File: config.mk
export PLATFORM = sky130hd
export DESIGN_NAME = hlat_cell
export DESIGN_NICKNAME = d
export VERILOG_FILES = /design/src/hit_label_aggregation_table_defines.svh /design/src/hlat_pkg.sv /design/src/hlat_cell.sv
export SDC_FILE = /design/constraint.sdc
export NUM_CORES = 1
export LEC_CHECK = 0
export BUFFER_PORTS_ARGS = -buffer_cell sky130_fd_sc_hd__buf_2
export CAP_MARGIN = 20
export CORE_MARGIN = 2
export CORE_UTILIZATION = 46
export CTS_CLUSTER_SIZE = 20
export DETAILED_ROUTE_END_ITERATION = 16
export PLACE_DENSITY = 0.82
export SLEW_MARGIN = 20
export SYNTH_ARGS = -nofsm -noshare
export SYNTH_HDL_FRONTEND = slang
export SYNTH_SLANG_ARGS = --single-unit
export TNS_END_PERCENT = 10
File: constraint.sdc
create_clock -name clock -period 4 [get_ports clock]
set_input_delay 0.8 -clock clock [delete_from_list [all_inputs] [get_ports clock]]
set_output_delay 0.8 -clock clock [all_outputs]
set_load 0.01 [all_outputs]
File: src/hit_label_aggregation_table_defines.svh
// Assertion helpers for the block's top-level RTL file.
`ifndef HIT_LABEL_AGGREGATION_TABLE_DEFINES_SVH
`define HIT_LABEL_AGGREGATION_TABLE_DEFINES_SVH

// Same-cycle implication, masked during reset.
`define HLAT_ASSERT_NOW(name, clk, rst, ante, cons, msg) \
   name: assert property (@(posedge clk) disable iff (rst) (ante) |-> (cons)) \
      else $error(msg);

// Next-cycle implication, masked during reset.
`define HLAT_ASSERT_NEXT(name, clk, rst, ante, cons, msg) \
   name: assert property (@(posedge clk) disable iff (rst) (ante) |=> (cons)) \
      else $error(msg);

`endif

File: src/hlat_pkg.sv
`default_nettype none

package hlat_pkg;

   localparam int ENTRIES   = 64;
   localparam int DISKS     = 5;
   localparam int LABEL_W   = 64;
   localparam int COUNT_W   = 8;
   localparam int LAYER_W   = 4;
   localparam int DISK_W    = LAYER_W - 1;
   localparam int CROSSED_W = 3;
   localparam int MIN_W     = 3;

   localparam logic [COUNT_W-1:0] COUNT_MAX = '1;
   localparam logic [MIN_W-1:0]   MIN_DISKS_RESET = MIN_W'(4);

   localparam logic OP_ADD   = 1'b0;
   localparam logic OP_DRAIN = 1'b1;

   typedef enum logic [1:0] {
      ST_IDLE,
      ST_ADD,
      ST_DRAIN
   } state_type;

   typedef struct packed {
      logic                 valid;
      logic [LABEL_W-1:0]   label;
      logic [COUNT_W-1:0]   count;
      logic [DISKS-1:0]     mask;
   } entry_type;

   typedef struct packed {
      logic                 add_en;
      logic                 shift_en;
      logic                 any_match;
      logic [LABEL_W-1:0]   label;
      logic [DISKS-1:0]     hit_mask;
   } cell_ctrl_type;

   typedef struct packed {
      logic [LABEL_W-1:0]   entry_label;
      logic [COUNT_W-1:0]   hit_count;
      logic [DISKS-1:0]     disk_mask;
      logic [CROSSED_W-1:0] crossed_disks;
      logic                 trackable;
      logic                 entry_valid;
      logic                 overflow;
      logic                 last;
   } result_type;

endpackage

`default_nettype wire

File: src/hlat_cell.sv
`default_nettype none

module hlat_cell
   import hlat_pkg::*;
(
   input  wire logic          clock,
   input  wire logic          reset,
   input  wire cell_ctrl_type ctrl,
   input  wire logic          prev_valid,
   input  wire entry_type     next_entry,
   output      entry_type     entry,
   output      logic          match
);

   logic               valid_ff, valid_in;
   logic [LABEL_W-1:0] label_ff, label_in;
   logic [COUNT_W-1:0] count_ff, count_in;
   logic [DISKS-1:0]   mask_ff, mask_in;

   assign match = valid_ff && (label_ff == ctrl.label);

   always_comb begin
      valid_in = valid_ff;
      label_in = label_ff;
      count_in = count_ff;
      mask_in  = mask_ff;
      if (ctrl.shift_en) begin
         // advance toward the head of the chain
         valid_in = next_entry.valid;
         label_in = next_entry.label;
         count_in = next_entry.count;
         mask_in  = next_entry.mask;
      end else if (ctrl.add_en) begin
         if (match) begin
            if (count_ff != COUNT_MAX) begin
               count_in = count_ff + COUNT_W'(1);
            end
            mask_in = mask_ff | ctrl.hit_mask;
         end else if (!valid_ff && prev_valid && !ctrl.any_match) begin
            // first free cell takes the new label
            valid_in = 1'b1;
            label_in = ctrl.label;
            count_in = COUNT_W'(1);
            mask_in  = ctrl.hit_mask;
         end
      end
   end

   always_ff @(posedge clock) begin
      if (reset) begin
         valid_ff <= 1'b0;
      end else begin
         valid_ff <= valid_in;
      end
      label_ff <= label_in;
      count_ff <= count_in;
      mask_ff  <= mask_in;
   end

   assign entry.valid = valid_ff;
   assign entry.label = label_ff;
   assign entry.count = count_ff;
   assign entry.mask  = mask_ff;

endmodule

`default_nettype wire

Word level (Yosys, flattened, before mapping):

Cells that the tools add are included.

* register bits: 78
* input bits: 153
* output and inout bits: 79
* word-level logic and storage cells: 38

* add/subtract/negate cells: 1
* eq/ne operators: 4
* muxes and demuxes: 17
* bitwise gates (word level): 1
* reduce and logical (&&, ||, !) cells: 11

Operator list (count)
* two-way mux 64 bit: 4
* equality test 64 bit: 1
* two-way mux 8 bit: 5
* two-way mux 5 bit: 4
* adder 8 x 1 -> 8 bit (second input constant): 1
* != test 8 bit (second input constant): 1
* AND reduction 3 bit: 2
* OR 5 bit: 1
* two-way mux 1 bit: 4
* nonzero test 2 bit: 2
* logical AND 1 bit: 3
* != test 3 x 2 -> 1 bit (second input constant): 1
* nonzero test 3 bit: 1
* zero test 1 bit: 2
* != test 2 bit (second input constant): 1
* AND reduction 2 bit: 1

Depth between registers and ports, before layout:

* depth after elaboration: 7
* mapped depth: 7
* depth with buffers taken out: 6

Worst setup path before layout:

OpenSTA, ideal clock, no wires.

* path kind: input -> register
* from: input ctrl[45] in the netlist's numbering
* to: register count_ff[0], enable pin
* library setup time: 385 ps
* data arrival time: 2777 ps
* data required time: 3615 ps
* setup slack: 838 ps
* stages: 6
* buffers on the path: 0
* cell sequence: xnor2_1 > nand4_1 > nor4_1 > nand4_1 > o31ai_1 > a21boi_0

* cells in the longest elaborated chain, start to end: 4
* elaborated cells between the ends (all ways): 5
* classes of those cells: eq/ne (2); reduce/logical (3)

RTL lines
* start, declared: line hlat_cell.sv:8 `input wire cell_ctrl_type ctrl,`
* equality test 64 bit *: line hlat_cell.sv:20 `assign match = valid_ff && (label_ff == ctrl.label);`
* logical AND 1 bit *: line hlat_cell.sv:20
* != test 3 x 2 -> 1 bit (no source line) or nonzero test 3 bit (tied branches)
* AND reduction 3 bit (no source line) *
* end signal, assigned: line hlat_cell.sv:56 `count_ff <= count_in;`
* end, declared: line hlat_cell.sv:17 `logic [COUNT_W-1:0] count_ff, count_in;`

Mark *: on every way between the ends. The rest lies on a longest branch, timed or not.
A chain may end at the register's enable or synchronous reset.

Worst setup path in the final report:

* from: input ctrl[64] in the netlist's numbering
* to: output match

* cells in the longest elaborated chain, start to end: 2

RTL lines
* equality test 64 bit: line hlat_cell.sv:20
* logical AND 1 bit: line hlat_cell.sv:20
* end, declared: line hlat_cell.sv:12 `output logic match`

No other way between the ends.

==> metrics.log <==
INFO  metric wirelength = 12.3 mm
INFO  metric start_util = 47.4%
INFO  metric root_buffer = sky130_fd_sc_hd__clkbuf_8
INFO  metric yosysWarningCount = 0
INFO  metric clk_latency = 0.35 ns
INFO  metric timing.final.crit_share = 82.1%
INFO  metric detailed_place_hpwl = 9.69 mm
INFO  metric cts.hold.buffers_added = 0
INFO  metric pin_count = 232
INFO  metric reg2regPathDepth = 7
INFO  metric min_period = 3.28 ns
INFO  metric cts_tree = done
INFO  metric dieWidth = 102 microns
INFO  metric vias = 3721
INFO  metric avgSynthCellArea = 12.6 sq um
INFO  metric power_density = 361 mW/mm^2
INFO  metric synth.largest_area_cell = sky130_fd_sc_hd__edfxtp_1
INFO  metric cts_resized = 0
INFO  metric ratio_of_cells_with_drive_above_1_in_the_final_layout = 53.9%
INFO  metric p_clk_share = 33.1%
INFO  metric timing.critical_path.required = 3.20 ns
INFO  metric maxCapViolCount = 0
INFO  metric synthArstFlopShare = 0%
INFO  metric max_freq = 304 MHz
INFO  metric wire_length_of_the_first_global_routing_pass = 18.2 mm
INFO  metric grt_setup_unrepaired = false
INFO  metric yosysMostFrequentCell = sky130_fd_sc_hd__edfxtp_1
INFO  metric max_slew_margin = 58.9%
INFO  metric regToRegStartpoint = label_ff[59]$_DFFE_PP_
INFO  metric place.gp.congestion = 0.855
INFO  metric layout.area.seq = 0.00233 sq mm
INFO  metric multiInputGateArea = 0.00193 sq mm
INFO  metric count_of_state_elements_after_synthesis = 78
INFO  metric p_sw_share = 25.3%
INFO  metric power_switching = 0.543 mW
INFO  metric synth_flop_cell = sky130_fd_sc_hd__edfxtp_1
INFO  metric cts_htree_levels = 3
INFO  metric worst-slew-pin-transition = 0.617 ns
INFO  metric cts.reportedPaths.clkPinSlew = 0.08 ns
INFO  metric worst_ir_drop_vdd = 225 uV
INFO  metric yosys.cell_types.count = 37
INFO  metric nets = 737
INFO  metric wire_per_inst = 17.1 microns
INFO  metric synth.top_cell.area_share = 52.8%
INFO  metric total_power = 2.14 mW
INFO  metric avgViaCountPerCell = 5.18
INFO  metric synth_commonest_cells = 77 x sky130_fd_sc_hd__edfxtp_1, 58 x sky130_fd_sc_hd__mux2_2, 49 x sky130_fd_sc_hd__xnor2_1, 25 x sky130_fd_sc_hd__nand2_1, 24 x sky130_fd_sc_hd__nand4_1
INFO  metric critPathKind = in2out
INFO  metric route.antenna.remaining_nets = 0
INFO  metric run_status = finished clean
INFO  metric cp.arrival = 2.48 ns
INFO  metric number_of_endpoints_with_negative_hold_slack_in_the_final_report = 0
INFO  metric synth_area = 0.00438 sq mm
INFO  metric timing.critical_path.to = match
INFO  metric detailedRoute.firstPassIterationCount = 4
INFO  metric fin_worst_skew = 0.0190 ns
INFO  metric setup_slack = 0.715 ns
INFO  metric grt_overflow_total = 0
INFO  metric syn_nets = 503
INFO  metric power_frac_seq = 47.8%
INFO  metric endpoint_kind_of_the_worst_setup_timing_path = output pin
INFO  metric tritoncts.num_buffers = 9
INFO  metric grt_usage = 23.1%
INFO  metric syn_inst = 349
INFO  metric grt_antenna_before_repair = 1
INFO  metric fillerInstances = 767
INFO  metric r2r_setup_slack = 1.37 ns
INFO  metric total_leakage_power = 2.51 nW
INFO  metric row_count = 35
INFO  metric worst-path-max-fanout = 3
INFO  metric clock_path_buffers = 2
INFO  metric capture_point_of_the_worst_reg_to_reg_path = count_ff[2]$_DFFE_PP_
INFO  metric drtIter0Drc = 130
INFO  metric drc = 0
INFO  metric die_y = 102 microns
INFO  metric finalMaxSlewViolations = 0
INFO  metric cp-startpoint = ctrl[64]
INFO  metric fp.dieArea = 0.0103 sq mm
INFO  metric first_global_vias = 3768
INFO  metric number_of_synthesized_flops_with_an_enable_pin = 77
INFO  metric hold-worst-slack = 0.649 ns
INFO  metric core_area = 0.00924 sq mm
INFO  metric cell_internal_pwr = 1.60 mW
INFO  metric post-cts-setup-buffer-count = 0
INFO  metric timing.final.setup_violations = 0
INFO  metric grt_start_max_net_pins = 52
INFO  metric synth_top_cells_by_area = sky130_fd_sc_hd__edfxtp_1 53%, sky130_fd_sc_hd__mux2_2 15%, sky130_fd_sc_hd__xnor2_1 9.8%
INFO  metric clkSinkCount = 78
INFO  metric layout-area-overhead-vs-synth = 35.3%
INFO  metric worstHoldPathType = reg2reg
INFO  metric synth-seq-area-share = 53.2%
INFO  metric fin_tns_setup = 0 ns
INFO  metric setup.worst_path.start_class = input pin
INFO  metric p_comb_share = 19.1%
INFO  metric worst_slack_placed = 0.696 ns
INFO  metric port-buffer-count = 231
[registers in the layout, summed over array words and instances, names as in the netlist]
name and count:
valid_ff 1, count_ff 8, mask_ff 5, label_ff 64
[worst min-delay path by stage]
stage / endpoint / start / slack [ns] / cells past startpoint
2_1_floorplan: valid_ff$_SDFFE_PP0P_ / valid_ff$_SDFFE_PP0P_ / 0.56 / 1
3_3_place_gp: mask_ff[4]$_DFFE_PP_ / mask_ff[4]$_DFFE_PP_ / 0.62 / 2
3_5_place_dp: mask_ff[4]$_DFFE_PP_ / mask_ff[4]$_DFFE_PP_ / 0.64 / 2
4_1_cts: mask_ff[1]$_DFFE_PP_ / mask_ff[1]$_DFFE_PP_ / 0.66 / 2
5_1_grt: valid_ff$_SDFFE_PP0P_ / valid_ff$_SDFFE_PP0P_ / 0.69 / 1
6_report: mask_ff[1]$_DFFE_PP_ / mask_ff[1]$_DFFE_PP_ / 0.65 / 2
[power by group through the flow]
stage / clock (mW) / combinational, mW / sequential, mW
2_1_floorplan: 0 / 0.188 / 1.07
3_3_place_gp: 0 / 0.401 / 1.04
3_5_place_dp: 0 / 0.411 / 1.04
4_1_cts: 0.717 / 0.412 / 1.02
5_1_grt: 0.756 / 0.446 / 1.03
6_report: 0.709 / 0.409 / 1.02
[per-layer routing]
metal	part of all wire, %	vias to the layer above	track usage (%)
li1	-	1764	-
met3	7.8	17	6.90
met2	51	179	40.0
met5	0	-	0
met4	2.1	0	8.52
met1	39	1761	27.2
[cell families (layout without fill, tap and decap cells)]
logic type | count (synthesis) | after routing | share of synthesized area [%]
fa+ha+maj | 1 | 1 | 0.286
buf+inv | 29 | 268 | 2.74
xor+xnor | 54 | 54 | 10.8
mux | 63 | 63 | 16.0
simple gates | 95 | 95 | 12.1
compound gates | 29 | 29 | 4.80
flops | 78 | 78 | 53.2
other cells | 0 | 1 | 0
[layout by cell type, fill, tap and decap left out, drive strengths merged, types with 2 or more instances in the layout]
cell type  count
bufinv         3
or2b           2
xor2           5
nand2b        16
edfxtp        77
buf          235
nand3          7
o22ai          7
nor3           4
mux2i          5
nand2         25
and3           2
o21ai         12
nand4         24
nor2           5
inv           16
xnor2         49
o31ai          7
mux2          58
clkbuf        10
clkinv         3
nor4           5
[stage by stage]
step	instance area, sq um	instances	utilization (%)
after floorplan	4380	349	-
after global placement	5690	701	61.6
after detailed placement	5690	701	61.6
after CTS	5930	717	64.1
after global routing	5930	718	64.2
final	5930	718	64.2
[layout make-up]
class	instances	share of cell area, %
clock inverter	6	1.86
tap	129	2.72
inverter	17	1.08
sequential	78	39.3
timing repair buffer	235	20.3
clock buffer	10	2.15
multi-input combinational	242	32.5
antenna	1	0.0422
[critical path, cell delays in order]
cell and delay [ns]:
sky130_fd_sc_hd__buf_2 0.11, sky130_fd_sc_hd__xor2_1 0.16, sky130_fd_sc_hd__nor4_1 0.51, sky130_fd_sc_hd__nand4_1 0.26, sky130_fd_sc_hd__nor3_1 0.43, sky130_fd_sc_hd__buf_2 0.21
Power figures use the tool's default switching activity.
